===== src/rtl/core/round_robin_task_slot_scheduler_macros.svh =====
// Assertion macros used by the scheduler datapath.
`ifndef ROUND_ROBIN_TASK_SLOT_SCHEDULER_MACROS_SVH
`define ROUND_ROBIN_TASK_SLOT_SCHEDULER_MACROS_SVH
`ifndef SYNTHESIS
// Same-cycle implication, checked on every rising clock edge outside reset.
`define RRTS_ASSERT_IMPL(lbl, ante, cons) \
  lbl: assert property (@(posedge clk) disable iff (rst) (ante) |-> (cons)) \
    else $error("scheduler check failed");
// Next-cycle implication, checked on every rising clock edge outside reset.
`define RRTS_ASSERT_NEXT(lbl, ante, cons) \
  lbl: assert property (@(posedge clk) disable iff (rst) (ante) |=> (cons)) \
    else $error("scheduler check failed");
`else
`define RRTS_ASSERT_IMPL(lbl, ante, cons)
`define RRTS_ASSERT_NEXT(lbl, ante, cons)
`endif
`endif


===== src/rtl/core/rrts_pkg.sv =====
// Shared constants, types and helper functions of the task slot scheduler.
package rrts_pkg;

  localparam int NUM_SLOTS = 16;
  localparam int IDX_W     = (NUM_SLOTS > 1) ? $clog2(NUM_SLOTS) : 1;
  localparam int CNT_W     = $clog2(NUM_SLOTS + 1);
  localparam int TRY_W     = $clog2(NUM_SLOTS + 1);

  localparam int IN_W      = 8;
  localparam int OUT_W     = 24;

  typedef enum logic [1:0] {
    OP_ADD   = 2'd0,
    OP_KILL  = 2'd1,
    OP_YIELD = 2'd2,
    OP_EXIT  = 2'd3
  } op_t;

  typedef enum logic [2:0] {
    ST_OK         = 3'd0,
    ST_NO_SLOT    = 3'd1,
    ST_ALLOC_FAIL = 3'd2,
    ST_IGNORED    = 3'd3,
    ST_OVERFLOW   = 3'd4,
    ST_NO_OTHER   = 3'd5
  } status_t;

  // Commands from the controller to the datapath.
  typedef struct packed {
    logic capture;
    logic step;
    logic commit;
  } cmd_t;

  // Status from the datapath to the controller.
  typedef struct packed {
    logic scanning;
    logic out_free;
  } stat_t;

  // Round-robin successor of a slot.
  function automatic logic [IDX_W-1:0] next_slot(input logic [IDX_W-1:0] s);
    logic [IDX_W-1:0] r;
    if (s == IDX_W'(NUM_SLOTS - 1)) begin
      r = '0;
    end else begin
      r = s + IDX_W'(1);
    end
    return r;
  endfunction

  // Slot number trimmed or extended to the four-bit result field.
  function automatic logic [3:0] slot_field(input logic [IDX_W-1:0] s);
    logic [7:0] w;
    w = 8'(s);
    return w[3:0];
  endfunction

  // Live count trimmed or extended to the five-bit result field.
  function automatic logic [4:0] count_field(input logic [CNT_W-1:0] c);
    logic [7:0] w;
    w = 8'(c);
    return w[4:0];
  endfunction

endpackage


===== src/rtl/core/round_robin_task_slot_scheduler.sv =====
// Top level of the round-robin task slot scheduler.
//
// The block serves scheduler requests one item at a time. An item arrives on
// the s_ channel (operation, target slot, allocation flag, canary flag) and one
// result item leaves on the m_ channel (status, result slot, previous slot,
// switched flag, live count). Slot 0 is the kernel task and never leaves.
// A kill, or a yield that stops on a broken canary, skips the scan; add,
// yield and exit scan the live bitmap and test one slot of it per cycle
// before the item is committed. s_tready is high only while no item is in
// work and rises in the cycle after an item completes, so a new item is
// accepted only once the block is through with the previous one.
// The result sits in an output register, so the next item is accepted and
// scanned while an earlier result waits; when the receiver stalls, the block
// holds a finished item until the register frees up. Synchronous reset leaves
// only slot 0 live, running and counted, and empties the output register.
module round_robin_task_slot_scheduler (
  input  logic                          clk,
  input  logic                          rst,
  input  logic                          s_tvalid,
  output logic                          s_tready,
  // Fields from bit 0: func[1:0], target_slot[5:2], alloc_ok[6], canary_ok[7].
  input  logic [rrts_pkg::IN_W-1:0]     s_tdata,
  output logic                          m_tvalid,
  input  logic                          m_tready,
  // Fields from bit 0: status[2:0], result_slot[6:3], previous_slot[10:7],
  // switched[11], live_count[16:12], zero fill above.
  output logic [rrts_pkg::OUT_W-1:0]    m_tdata
);

  rrts_pkg::cmd_t  cmd;
  rrts_pkg::stat_t stat;

  logic [2:0] status;
  logic [3:0] result_slot;
  logic [3:0] previous_slot;
  logic       switched;
  logic [4:0] live_count;

  // The controller sequences capture, scan and completion of each item.
  rrts_ctrl u_ctrl (
    .clk      (clk),
    .rst      (rst),
    .in_valid (s_tvalid),
    .in_ready (s_tready),
    .stat     (stat),
    .cmd      (cmd)
  );

  // The datapath holds the live bitmap, the running slot and the result register.
  rrts_dp u_dp (
    .clk           (clk),
    .rst           (rst),
    .cmd           (cmd),
    .stat          (stat),
    .func          (s_tdata[1:0]),
    .target_slot   (s_tdata[5:2]),
    .alloc_ok      (s_tdata[6]),
    .canary_ok     (s_tdata[7]),
    .out_valid     (m_tvalid),
    .out_ready     (m_tready),
    .status        (status),
    .result_slot   (result_slot),
    .previous_slot (previous_slot),
    .switched      (switched),
    .live_count    (live_count)
  );

  assign m_tdata = {7'd0, live_count, switched, previous_slot, result_slot, status};

endmodule


===== src/rtl/core/rrts_ctrl.sv =====
// Control state machine of the task slot scheduler.
module rrts_ctrl (
  input  logic            clk,
  input  logic            rst,
  input  logic            in_valid,
  output logic            in_ready,
  input  rrts_pkg::stat_t stat,
  output rrts_pkg::cmd_t  cmd
);

  typedef enum logic [2:0] {
    S_IDLE = 3'b001,
    S_SCAN = 3'b010,
    S_DONE = 3'b100
  } state_t;

  state_t state;
  state_t state_next;

  always_ff @(posedge clk) begin
    if (rst) begin
      state <= S_IDLE;
    end else begin
      state <= state_next;
    end
  end

  always_comb begin
    state_next  = state;
    in_ready    = 1'b0;
    cmd.capture = 1'b0;
    cmd.step    = 1'b0;
    cmd.commit  = 1'b0;
    case (state)
      S_IDLE: begin
        in_ready = 1'b1;
        if (in_valid) begin
          cmd.capture = 1'b1;
          state_next  = S_SCAN;
        end
      end
      S_SCAN: begin
        cmd.step = 1'b1;
        if (!stat.scanning) begin
          state_next = S_DONE;
        end
      end
      S_DONE: begin
        // Finish only once the result register can take the new item.
        if (stat.out_free) begin
          cmd.commit = 1'b1;
          state_next = S_IDLE;
        end
      end
      default: begin
        state_next = S_IDLE;
      end
    endcase
  end

endmodule


===== src/rtl/core/rrts_dp.sv =====
// Datapath of the task slot scheduler: slot table, scan pointer and result register.
`include "round_robin_task_slot_scheduler_macros.svh"
module rrts_dp (
  input  logic                  clk,
  input  logic                  rst,
  input  rrts_pkg::cmd_t        cmd,
  output rrts_pkg::stat_t       stat,
  input  logic [1:0]            func,
  input  logic [3:0]            target_slot,
  input  logic                  alloc_ok,
  input  logic                  canary_ok,
  output logic                  out_valid,
  input  logic                  out_ready,
  output logic [2:0]            status,
  output logic [3:0]            result_slot,
  output logic [3:0]            previous_slot,
  output logic                  switched,
  output logic [4:0]            live_count
);

  // Architectural state.
  logic [rrts_pkg::NUM_SLOTS-1:0] live_map;
  logic [rrts_pkg::IDX_W-1:0]     running;
  logic [rrts_pkg::CNT_W-1:0]     live_total;

  // Per-item working registers.
  logic                           scanning;
  rrts_pkg::op_t                  op_r;
  logic                           alloc_r;
  logic [rrts_pkg::IDX_W-1:0]     prev_r;
  rrts_pkg::status_t              status_r;
  logic [rrts_pkg::IDX_W-1:0]     ptr;
  logic [rrts_pkg::TRY_W-1:0]     tries;
  logic                           find_free;
  logic                           found;

  rrts_pkg::op_t                  in_op;
  logic [rrts_pkg::IDX_W-1:0]     tgt_idx;
  logic                           kill_ok;
  logic                           run_live;
  logic                           overflow;
  logic                           hit;
  logic                           cap_scan;
  rrts_pkg::status_t              cap_status;

  rrts_pkg::status_t              st_c;
  logic [rrts_pkg::IDX_W-1:0]     res_c;
  logic [rrts_pkg::IDX_W-1:0]     running_next;
  logic                           add_c;
  logic [rrts_pkg::CNT_W-1:0]     total_c;

  assign in_op    = rrts_pkg::op_t'(func);
  assign tgt_idx  = rrts_pkg::IDX_W'(target_slot);
  assign run_live = live_map[running];
  assign kill_ok  = (8'(target_slot) != 8'd0) &&
                    (8'(target_slot) < 8'(rrts_pkg::NUM_SLOTS)) && live_map[tgt_idx];
  assign overflow = (running != '0) && run_live && !canary_ok;
  assign hit      = find_free ? !live_map[ptr] : live_map[ptr];

  assign stat.scanning = scanning;
  assign stat.out_free = !out_valid || out_ready;

  always_comb begin
    cap_scan   = 1'b1;
    cap_status = rrts_pkg::ST_OK;
    case (in_op)
      rrts_pkg::OP_KILL: begin
        cap_scan   = 1'b0;
        cap_status = kill_ok ? rrts_pkg::ST_OK : rrts_pkg::ST_IGNORED;
      end
      rrts_pkg::OP_YIELD: begin
        cap_scan   = !overflow;
        cap_status = overflow ? rrts_pkg::ST_OVERFLOW : rrts_pkg::ST_OK;
      end
      default: begin
        cap_scan   = 1'b1;
        cap_status = rrts_pkg::ST_OK;
      end
    endcase
  end

  // Outcome of the item once the scan has ended.
  always_comb begin
    st_c         = rrts_pkg::ST_OK;
    res_c        = running;
    running_next = running;
    add_c        = 1'b0;
    case (op_r)
      rrts_pkg::OP_ADD: begin
        if (!found) begin
          st_c  = rrts_pkg::ST_NO_SLOT;
          res_c = '0;
        end else if (!alloc_r) begin
          st_c  = rrts_pkg::ST_ALLOC_FAIL;
          res_c = '0;
        end else begin
          res_c = ptr;
          add_c = 1'b1;
        end
      end
      rrts_pkg::OP_KILL: begin
        st_c = status_r;
      end
      default: begin
        if (status_r == rrts_pkg::ST_OVERFLOW) begin
          st_c = rrts_pkg::ST_OVERFLOW;
        end else if (found && (ptr != running)) begin
          res_c        = ptr;
          running_next = ptr;
        end else begin
          st_c = rrts_pkg::ST_NO_OTHER;
        end
      end
    endcase
    total_c = add_c ? live_total + rrts_pkg::CNT_W'(1) : live_total;
  end

  always_ff @(posedge clk) begin
    if (rst) begin
      live_map   <= {{(rrts_pkg::NUM_SLOTS-1){1'b0}}, 1'b1};
      running    <= '0;
      live_total <= rrts_pkg::CNT_W'(1);
      scanning   <= 1'b0;
      out_valid  <= 1'b0;
    end else begin
      if (cmd.capture) begin
        // Kill and the freeing half of exit take effect at once.
        case (in_op)
          rrts_pkg::OP_KILL: begin
            if (kill_ok) begin
              live_map[tgt_idx] <= 1'b0;
              live_total        <= live_total - rrts_pkg::CNT_W'(1);
            end
          end
          rrts_pkg::OP_EXIT: begin
            if ((running != '0) && run_live) begin
              live_map[running] <= 1'b0;
              live_total        <= live_total - rrts_pkg::CNT_W'(1);
            end
          end
          default: begin
          end
        endcase
        scanning <= cap_scan;
      end else if (cmd.step && scanning && (hit || (tries == rrts_pkg::TRY_W'(1)))) begin
        scanning <= 1'b0;
      end
      if (cmd.commit) begin
        if (add_c) begin
          live_map[ptr] <= 1'b1;
          live_total    <= total_c;
        end
        running <= running_next;
      end
      if (cmd.commit) begin
        out_valid <= 1'b1;
      end else if (out_ready) begin
        out_valid <= 1'b0;
      end
    end
  end

  always_ff @(posedge clk) begin
    if (cmd.capture) begin
      op_r      <= in_op;
      alloc_r   <= alloc_ok;
      prev_r    <= running;
      status_r  <= cap_status;
      found     <= 1'b0;
      find_free <= (in_op == rrts_pkg::OP_ADD);
      ptr       <= (in_op == rrts_pkg::OP_ADD) ? rrts_pkg::IDX_W'(1)
                                               : rrts_pkg::next_slot(running);
      tries     <= (in_op == rrts_pkg::OP_ADD) ? rrts_pkg::TRY_W'(rrts_pkg::NUM_SLOTS - 1)
                                               : rrts_pkg::TRY_W'(rrts_pkg::NUM_SLOTS);
    end else if (cmd.step && scanning) begin
      if (hit) begin
        found <= 1'b1;
      end else if (tries != rrts_pkg::TRY_W'(1)) begin
        ptr   <= rrts_pkg::next_slot(ptr);
        tries <= tries - rrts_pkg::TRY_W'(1);
      end
    end
    if (cmd.commit) begin
      status        <= st_c;
      result_slot   <= rrts_pkg::slot_field(res_c);
      previous_slot <= rrts_pkg::slot_field(prev_r);
      switched      <= (running_next != prev_r);
      live_count    <= rrts_pkg::count_field(total_c);
    end
  end

  `RRTS_ASSERT_IMPL(a_kernel_live, 1'b1, live_map[0])
  `RRTS_ASSERT_IMPL(a_count_matches, 1'b1, $countones(live_map) == int'(live_total))
  `RRTS_ASSERT_IMPL(a_commit_room, cmd.commit, !out_valid || out_ready)
  `RRTS_ASSERT_NEXT(a_run_only_commit, !cmd.commit, $stable(running))

endmodule

===== config.mk =====
export PLATFORM = sky130hd
export DESIGN_NAME = round_robin_task_slot_scheduler
export DESIGN_NICKNAME = d
export VERILOG_FILES = /design/src/rtl/core/rrts_pkg.sv /design/src/rtl/core/round_robin_task_slot_scheduler.sv /design/src/rtl/core/rrts_ctrl.sv /design/src/rtl/core/rrts_dp.sv
export VERILOG_INCLUDE_DIRS = /design/src /design/src/rtl/core
export SDC_FILE = /design/constraint.sdc
export NUM_CORES = 1
export LEC_CHECK = 0
export ABC_CLOCK_PERIOD_IN_PS = 5400
export BUFFER_PORTS_ARGS = -buffer_cell sky130_fd_sc_hd__buf_2
export CAP_MARGIN = 30
export CORE_UTILIZATION = 60
export CTS_BUF_LIST = sky130_fd_sc_hd__clkbuf_16
export CTS_CLUSTER_DIAMETER = 40
export DETAILED_ROUTE_END_ITERATION = 10
export HOLD_SLACK_MARGIN = 0.1
export PLACE_DENSITY = 0.82
export SYNTH_ARGS = -nofsm -noshare
export SYNTH_HDL_FRONTEND = slang
export SYNTH_HIERARCHICAL = 1
export SYNTH_SLANG_ARGS = --single-unit

===== constraint.sdc =====
create_clock -name clk -period 5.4 [get_ports clk]
set_input_delay 0.81 -clock clk [delete_from_list [all_inputs] [get_ports clk]]
set_output_delay 0.81 -clock clk [all_outputs]
set_load 0.02 [all_outputs]

==> After elaboration in Yosys (flattened, before gate mapping) <==
Index checks and enable logic that the tools add are counted.
{ "totals": {"input_bits": 12, "register_bits": 68, "wordCells": 151, "out_inout_bits": 26} }
{ "op_classes": {"n_bitwise": 5, "addsub": 5, "order_cmp": 6, "n_eq_ne": 18, "n_reduce_logical": 27, "mux": 71} }
{ "op_table": {"columns": ["cell", "n"], "rows": [
  ["two-way mux 16 bit", 6],
  ["two-way mux 5 bit", 11],
  ["two-way mux 4 bit", 12],
  ["AND 16 bit", 2],
  ["NOT 16 bit", 2],
  ["one-hot mux 16 bit (2 select lines)", 1],
  ["two-way mux 3 bit", 7],
  ["two-way mux 1 bit", 20],
  ["OR 16 bit", 1],
  ["< comparator 4 x 5 -> 1 bit, second input constant", 3],
  ["binary-select mux 1 bit (select 4 bit)", 3],
  ["demux 1 bit (select 4 bit)", 3],
  ["greater-or-equal comparator 4 x 1 -> 1 bit, second input constant", 3],
  ["one-hot mux 3 bit (2 select lines)", 2],
  ["one-hot mux 5 bit (2 select lines)", 1],
  ["subtractor 5 x 1 -> 5 bit, second input constant", 2],
  ["logical AND 1 bit", 9],
  ["one-hot mux 3 bit (3 select lines)", 1],
  ["adder 4 x 1 -> 4 bit, second input constant", 2],
  ["equality test 4 bit, second input constant", 2],
  ["!= test 2 bit, second input constant", 4],
  ["!= test 4 bit", 2],
  ["one-hot mux 4 bit (2 select lines)", 1],
  ["nonzero test 2 bit", 4],
  ["17 further kinds", 28]
]} }

==> Logic depth before layout (Yosys ltp) <==
Gate-level depths: netlist (run 1).
{ "depth": {"ltp_word": 13, "ltp_mapped": 8, "ltp_nobuf": 7} }

==> Cells and area by module <==
The synthesis (run 1) kept the hierarchy.
{ "by_module_without_submodules": {"columns": ["mod", "cells_per_inst", "seq_area_each_um2", "area_each_um2", "instances"], "rows": [
  ["rrts_dp", 415, 1641.6, 4125.2, 1],
  ["rrts_ctrl", 16, 60.1, 170.2, 1],
  ["round_robin_task_slot_scheduler", 9, 0.0, 63.8, 1]
]} }

==> Worst setup path before layout (run 1) <==
OpenSTA, ideal clock, no wires.
{ "synth_timing": {"path_type": "input port to flip-flop", "startpoint": "in m_tready", "endpoint": "reg u_dp/running[2] (netlist bit)", "setup_time_ns": 0.128, "t_arrival_ns": 3.930, "path_buffers": 1, "t_required_ns": 5.272, "path_stages": 7, "path_slack_ns": 1.343, "cell_sequence": "nand2b_1 > nor4bb_1 > inv_1 > or2_2 > clkbuf_1 > mux2i_1 > nor2_1"} }
{ "synth_rtl": {"columns": ["item", "line", "source"], "rows": [
  ["start: declaration", "round_robin_task_slot_scheduler.sv:24", "input logic m_tready,"],
  ["end signal: assignment", "rrts_dp.sv:153", "running <= running_next;"],
  ["end: declaration", "rrts_dp.sv:23", "logic [rrts_pkg::IDX_W-1:0] running;"]
]} }

==> Worst setup path in the final report (run 1) <==
{ "layout_timing": {"startpoint": "reg u_dp/ptr[0] (netlist bit)", "endpoint": "reg u_dp/tries[3] (netlist bit), enable pin"} }
{ "layout_via": {"elab_chain_len": 6} }
{ "layout_rtl": {"columns": ["item", "line", "source"], "rows": [
  ["start: declaration", "rrts_dp.sv:32", "logic [rrts_pkg::IDX_W-1:0] ptr;"],
  ["start signal: assignment", "rrts_dp.sv:171", "ptr <= (in_op == rrts_pkg::OP_ADD) ? rrts_pkg::IDX_W'(1)"],
  ["start signal: assignment", "rrts_dp.sv:179", "ptr <= rrts_pkg::next_slot(ptr);"],
  ["binary-select mux 1 bit (select 4 bit) (*)", "rrts_dp.sv:58", "assign hit = find_free ? !live_map[ptr] : live_map[ptr];"],
  ["two-way mux 1 bit (not written as such) (*)", "rrts_dp.sv:58", null],
  ["logical NOT 1 bit", "rrts_dp.sv:58", null],
  ["two-way mux 1 bit (*)", "rrts_dp.sv:58", null],
  ["!= test 2 bit (no source line) (*)", null, null],
  ["AND reduction 3 bit (no source line) (*)", null, null],
  ["end signal: assignment", "rrts_dp.sv:173", "tries <= (in_op == rrts_pkg::OP_ADD) ? rrts_pkg::TRY_W'(rrts_pkg::NUM_SLOTS - 1)"],
  ["end signal: assignment", "rrts_dp.sv:180", "tries <= tries - rrts_pkg::TRY_W'(1);"],
  ["end: declaration", "rrts_dp.sv:33", "logic [rrts_pkg::TRY_W-1:0] tries;"]
]} }
Every way passes the cells marked *; elsewhere a longest branch is shown, timed or not. The select of a mux whose other input is x is not followed.
A chain may end at the register's enable or synchronous reset.

==> results of run 1 <==
how the worst max path moves through the flow:
stage,from,endpoint,slack (ns)
after floorplan,m_tready,u_dp/running[2]$_SDFFE_PP0P_,1.34
after global placement,s_tvalid,u_dp/live_total[3]$_SDFF_PP0_,2.48
after detailed placement,s_tvalid,u_dp/live_total[3]$_SDFF_PP0_,2.37
after CTS,u_dp/ptr[0]$_DFFE_PP_,u_dp/ptr[2]$_DFFE_PP_,2.42
after global routing,u_dp/ptr[0]$_DFFE_PP_,u_dp/ptr[0]$_DFFE_PP_,2.32
final,u_dp/ptr[0]$_DFFE_PP_,u_dp/tries[3]$_DFFE_PP_,2.39
state kept, by name, summed over array words and instances, names as in the netlist, 2 cells and up:
register	cells
u_dp/ptr	4
u_dp/running	4
u_dp/result_slot	4
u_dp/status	3
u_dp/prev_r	4
u_dp/tries	5
u_dp/live_map	16
u_dp/status_r	2
u_dp/live_count	5
u_dp/op_r	2
u_dp/live_total	5
u_ctrl/state	3
u_dp/previous_slot	4
logic make-up (layout without fill, tap and decap cells):
family | count (synthesis) | after routing | synth area share, %
AO/OA/AOI/OAI | 110 | 110 | 20.2
XOR/XNOR | 19 | 19 | 3.99
adder cells (fa/ha/maj) | 16 | 16 | 4.59
buffers and inverters | 67 | 79 | 7.32
flip-flops | 67 | 67 | 39.0
multiplexers | 27 | 27 | 9.30
other | 1 | 7 | 0.0860
AND/OR/NAND/NOR | 133 | 133 | 15.4
Yosys cell counts (all sizes together), types with 3 or more instances:
cell / instances
o2111ai: 3
a22o: 6
nand2b: 4
clkbuf: 17
nand3b: 3
a311oi: 3
a221oi: 8
nand4: 3
xnor2: 11
dfxtp: 31
and2: 3
o41ai: 4
buf: 19
a31oi: 4
mux2i: 15
a211oi: 4
inv: 31
mux2: 3
nor3: 5
o21a: 5
nor3b: 4
mux4: 9
nor2b: 7
xor2: 8
a21oi: 20
o21ai: 15
nand2: 39
edfxtp: 36
ha: 16
nor2: 32
o31ai: 10
nand3: 20
or2: 3
o32ai: 8
a31o: 4
routing by layer:
layer / vias to the layer above / global-route usage [%] / wire length, um
met5: - / 0 / 0
met4: 0 / 11.3 / 209
met2: 222 / 45.9 / 5150
met1: 1697 / 38.9 / 4350
met3: 22 / 8.91 / 1070
li1: 1643 / - / -
worst max-delay path, delay by kind of cell (launching register included):
family / cells / cell delay, ns
simple gates: 1 / 0.09
compound gates: 1 / 0.57
xor+xnor: 1 / 0.16
mux: 2 / 1.16
flops: 1 / 0.67
layout make-up:
cell class	count	area [um^2]
fillers	555	2130
repair buffers	32	165
clock inverters	7	67.6
inverters	31	116
well taps	96	120
clock buffers	9	225
flip-flops and latches	67	1700
multi-input cells	312	2380
through the flow:
| step | power, mW | std cells | cell area, um^2 |
|---|---|---|---|
| floorplan | 0.697 | 446 | 4380 |
| global placement | 0.720 | 538 | 4480 |
| detailed placement | 0.728 | 538 | 4480 |
| CTS | 1.30 | 554 | 4770 |
| global route | 1.33 | 554 | 4770 |
| finish | 1.30 | 554 | 4770 |
power by group through the flow:
stage / Clock (mW) / Sequential, mW / Combinational, mW
finish: 0.576 / 0.587 / 0.135
CTS: 0.580 / 0.586 / 0.133
global route: 0.600 / 0.589 / 0.145
floorplan: 0 / 0.580 / 0.117
detailed placement: 0 / 0.596 / 0.131
global placement: 0 / 0.594 / 0.126
==> out/results.ini, run 1 <==
[floorplan]
rows=30
dieArea_um2=7610
pin_count=38
fp.coreArea_um2=6910
start_util_pct=63.1
fp.dieW_um=87.2
die_y_um=87.2

[sta]
fin_worst_skew_ns=0.00822
setup_tns_ns=0
period_minus_slack_ns=3.01
setup_ws_ns=2.39
worstMarginPinSlew_ns=0.861
whs_ns=0.473
hold_violations=0
fin_crit_sh_pct=55.8
rsz0062_at_grt=no
relSlewSlack_pct=42.6
fmax_mhz=332
drv_slew=0
setup_violations=0

[global_routing]
grt_max_degree=35
grt_pass1_vias=3197
grt_overflow_total=0
gr-usage-all-layers_pct=29.6
antenna_found_initial=0
grt_pass1_wl_um=16600

[critical_path]
worstPathRequired_ns=5.36
worstPathCellList=mux4_1, mux4_2, xnor2_2, nand2_1, o21ai_1
r2r-end=u_dp/tries[3]$_DFFE_PP_
slowest_stage=edfxtp_1
rr_worst_depth=5
crit_type=reg -> reg
cp_max_fo=11
worstSetupEndpointType=flop
crit_arrival_ns=2.97
critPathLaunchType=flop
slowest_delay_ns=0.67
r2r-start=u_dp/ptr[0]$_DFFE_PP_
rrSetupSlack_ns=2.39

[drt]
drtPass1Iterations=5
vias=3584
routed_via_density=6.47
post_drt_wl_per_cell_um=19.4
drt_iter0_drc=284
ant_nets=0
routed_wl_um=10800
remaining_drc_errors=0

[clocking]
cts_setup_buffers=0
cts_buffer_depth=2
worstSkewPairLatency_ns=0.34
cts_sinks=67
path_clk_slew_ns=0.05
htree_levels=3
post_cts_resized=0
cts_buffers=9
cts_tree=yes
cts_hold_buf=0
cts-root-buf=clkbuf_16

[placed_design]
dp_hpwl_um=7420
dpl_worst_slack_ns=2.37
place_congestion=0.951
io_buffers=30

[synth]
avgSynthCellArea_um2=9.91
synth-edff-count=36
ys.flop_type=edfxtp_1
synth_top_area_cell=edfxtp_1
synth_top_area_share_pct=24.8
synthDistinctLibCells=71
syn_area_um2=4360
async_flop_share_pct=0
ys_seq_elements=67
synthTopCellsByArea=edfxtp_1, dfxtp_1, ha_1
yosysSeqAreaShare_pct=39.0
ys_warn_count=6
syn_inst=440

[pwr]
p_sw_uw=335
leakagePower_nw=1.75
p_per_area_nw_per_um2=272
comb_power_share_pct=10.4
switching_share_pct=25.8
pwr-share-seq_pct=45.2
vdd_drop_max_mv=0.160
internal_power_uw=963
p_clk_share_pct=44.3

[cells_and_area]
final_common_cell=nand2_1
drive_above_1_share_pct=17.5
final_nets=481
antenna_cells=0
final_cell_mix=nand2_1, edfxtp_1, nor2_1
final_util_pct=69.1
area_growth_syn_to_layout_pct=9.47

[worst_hold_path]
hold_path_class=reg -> reg
whs_path_depth=0
hold_start=u_dp/prev_r[2]$_DFFE_PP_
whs_endpoint=u_dp/previous_slot[2]$_DFFE_PP_

[flow_run]
maxCapViolations=0

[status]
status=finished, final reports clean

Note: power is estimated with default switching activity, not from simulation.
==> inputs of run 2 (changes only) <==
Settings changed: ABC_CLOCK_PERIOD_IN_PS 5400 to 2830.
Clock period 5.4 ns to 2.83 ns, I/O delays scaled along.
==> out/results.ini, run 2 (same netlist as run 1, synthesis figures left out) <==
[drt]
drt_iter0_drc=299  ; +5.3%
remaining_drc_errors=0  ; unchanged
routed_wl_um=11000  ; +1.8%
routed_via_density=6.39  ; -1.2%
drtPass1Iterations=6  ; +1
ant_nets=0  ; unchanged
post_drt_wl_per_cell_um=19.3  ; -0.68%
vias=3630  ; +1.3%

[sta]
setup_violations=0  ; unchanged
setup_tns_ns=0  ; unchanged
fin_crit_sh_pct=87.8  ; +32 points
rsz0062_at_grt=no
drv_slew=0  ; unchanged
whs_ns=0.266  ; -0.207 ns
hold_violations=0  ; unchanged
period_minus_slack_ns=2.49  ; -0.526 ns
setup_ws_ns=0.345  ; -2.04 ns
fin_worst_skew_ns=0.00613  ; -0.00209 ns
worstMarginPinSlew_ns=0.746  ; -0.115 ns
fmax_mhz=402  ; +21%
relSlewSlack_pct=50.1  ; +7.4 points

[global_routing]
grt_overflow_total=0  ; unchanged
grt_max_degree=24  ; -31%
grt_pass1_wl_um=16900  ; +1.8%
gr-usage-all-layers_pct=30.0  ; +0.44 points
grt_pass1_vias=3271  ; +2.3%
antenna_found_initial=0  ; unchanged

[placed_design]
dpl_worst_slack_ns=0.390  ; -1.98 ns
dp_cells=552  ; +2.6%
io_buffers=30  ; unchanged
placed_area_um2=4580  ; +2.3%
dp_hpwl_um=7740  ; +4.3%
place_congestion=1.01  ; +5.7%

[cells_and_area]
final_cell_mix=nand2_1, edfxtp_1, nor2_1
final_common_cell=nand2_1
largest_reg_flops=16  ; unchanged
antenna_cells=0  ; unchanged
final_util_pct=70.9  ; +1.8 points
fin_cells=568  ; +2.5%
area_growth_syn_to_layout_pct=12.4
regMostFlops=u_dp/live_map
drive_above_1_share_pct=20.1  ; +2.7 points
fin_area_um2=4900  ; +2.7%
final_nets=495  ; +2.9%

[status]
status=finished, final reports clean

[floorplan]
dieArea_um2=7610  ; unchanged
die_y_um=87.2  ; unchanged
fp.dieW_um=87.2  ; unchanged
rows=30  ; unchanged
fp.coreArea_um2=6910  ; unchanged
pin_count=38  ; unchanged
start_util_pct=63.1  ; unchanged

[critical_path]
worstPathRequired_ns=2.87  ; -2.49 ns
worstSetupEndpointType=flop
crit_type=reg -> reg
cp_max_fo=9  ; -2
critPathLaunchType=flop
crit_arrival_ns=2.53  ; -0.44 ns

[clocking]
worstSkewPairLatency_ns=0.33  ; about the same
cts_tree=yes
cts_buffer_depth=2  ; unchanged
htree_levels=3  ; unchanged
cts_setup_buffers=0  ; unchanged
post_cts_resized=0  ; unchanged
cts_hold_buf=0  ; unchanged
path_clk_slew_ns=0.06  ; about the same
cts-root-buf=clkbuf_16
cts_sinks=67  ; unchanged
cts_buffers=9  ; unchanged

[pwr]
p_per_area_nw_per_um2=516  ; +90%
vdd_drop_max_mv=0.293  ; +83%
leakagePower_nw=1.84  ; +5.1%
total_power_mw=2.53  ; +95%

[worst_hold_path]
hold_path_class=in -> reg

[flow_run]
maxCapViolations=0  ; unchanged

-- run 2: changes by cell type in the layout (fill, tap and decap cells not counted) --
cell        change
buf_4          +14
bufinv_16       -1
clkbuf_16       +2
clkinv_1        -1
clkinv_2        -1
clkinv_4        +3
clkinvlp_4      -2
-- run 2: critical path, cell delays in order, from the launching register on --
cell      delay (ns)
edfxtp_1        0.52
mux4_1          0.61
mux4_2          0.49
xnor2_2         0.17
nand2_1         0.09
o21ai_1         0.12
buf_4           0.18
-- run 2: layer usage --
layer  GRT usage [%]  vias up  part of all wire (%)
met1            40.1     1727                    42
met5               0        -                     0
met3            4.55       32                   7.3
met4            15.2        0                   3.3
met2            47.5      193                    47
li1                -     1678                     -
-- run 2: area by class of cell --
class,count,area [um^2]
fill,531,2010
clock inverter,5,40.0
multi-input combinational,312,2380
sequential,67,1700
timing repair buffer,46,270
clock buffer,11,275
inverter,31,116
tap,96,120
-- run 2: path summary, 6_finish.rpt --
| kind | slack [ns] | from | cells past startpoint | endpoint |
|---|---|---|---|---|
| max reg2reg | 0.34 | u_dp/ptr[0]$_DFFE_PP_ | 6 | u_dp/tries[3]$_DFFE_PP_ |
| max | 0.34 | u_dp/ptr[0]$_DFFE_PP_ | 6 | u_dp/tries[3]$_DFFE_PP_ |
| min reg2reg | 0.47 | u_dp/prev_r[0]$_DFFE_PP_ | 0 | u_dp/previous_slot[0]$_DFFE_PP_ |
| min | 0.27 | s_tdata[6] | 1 | u_dp/alloc_r$_DFFE_PP_ |
-- run 2: report_power, final --
part / internal, mW / switching, mW / leakage (nW) / total [mW]
logic: 0.109 / 0.183 / 1.09 / 0.292
registers: 1.06 / 0.0385 / 0.598 / 1.10
clock network: 0.705 / 0.428 / 0.156 / 1.13
total: 1.88 / 0.649 / 1.84 / 2.53
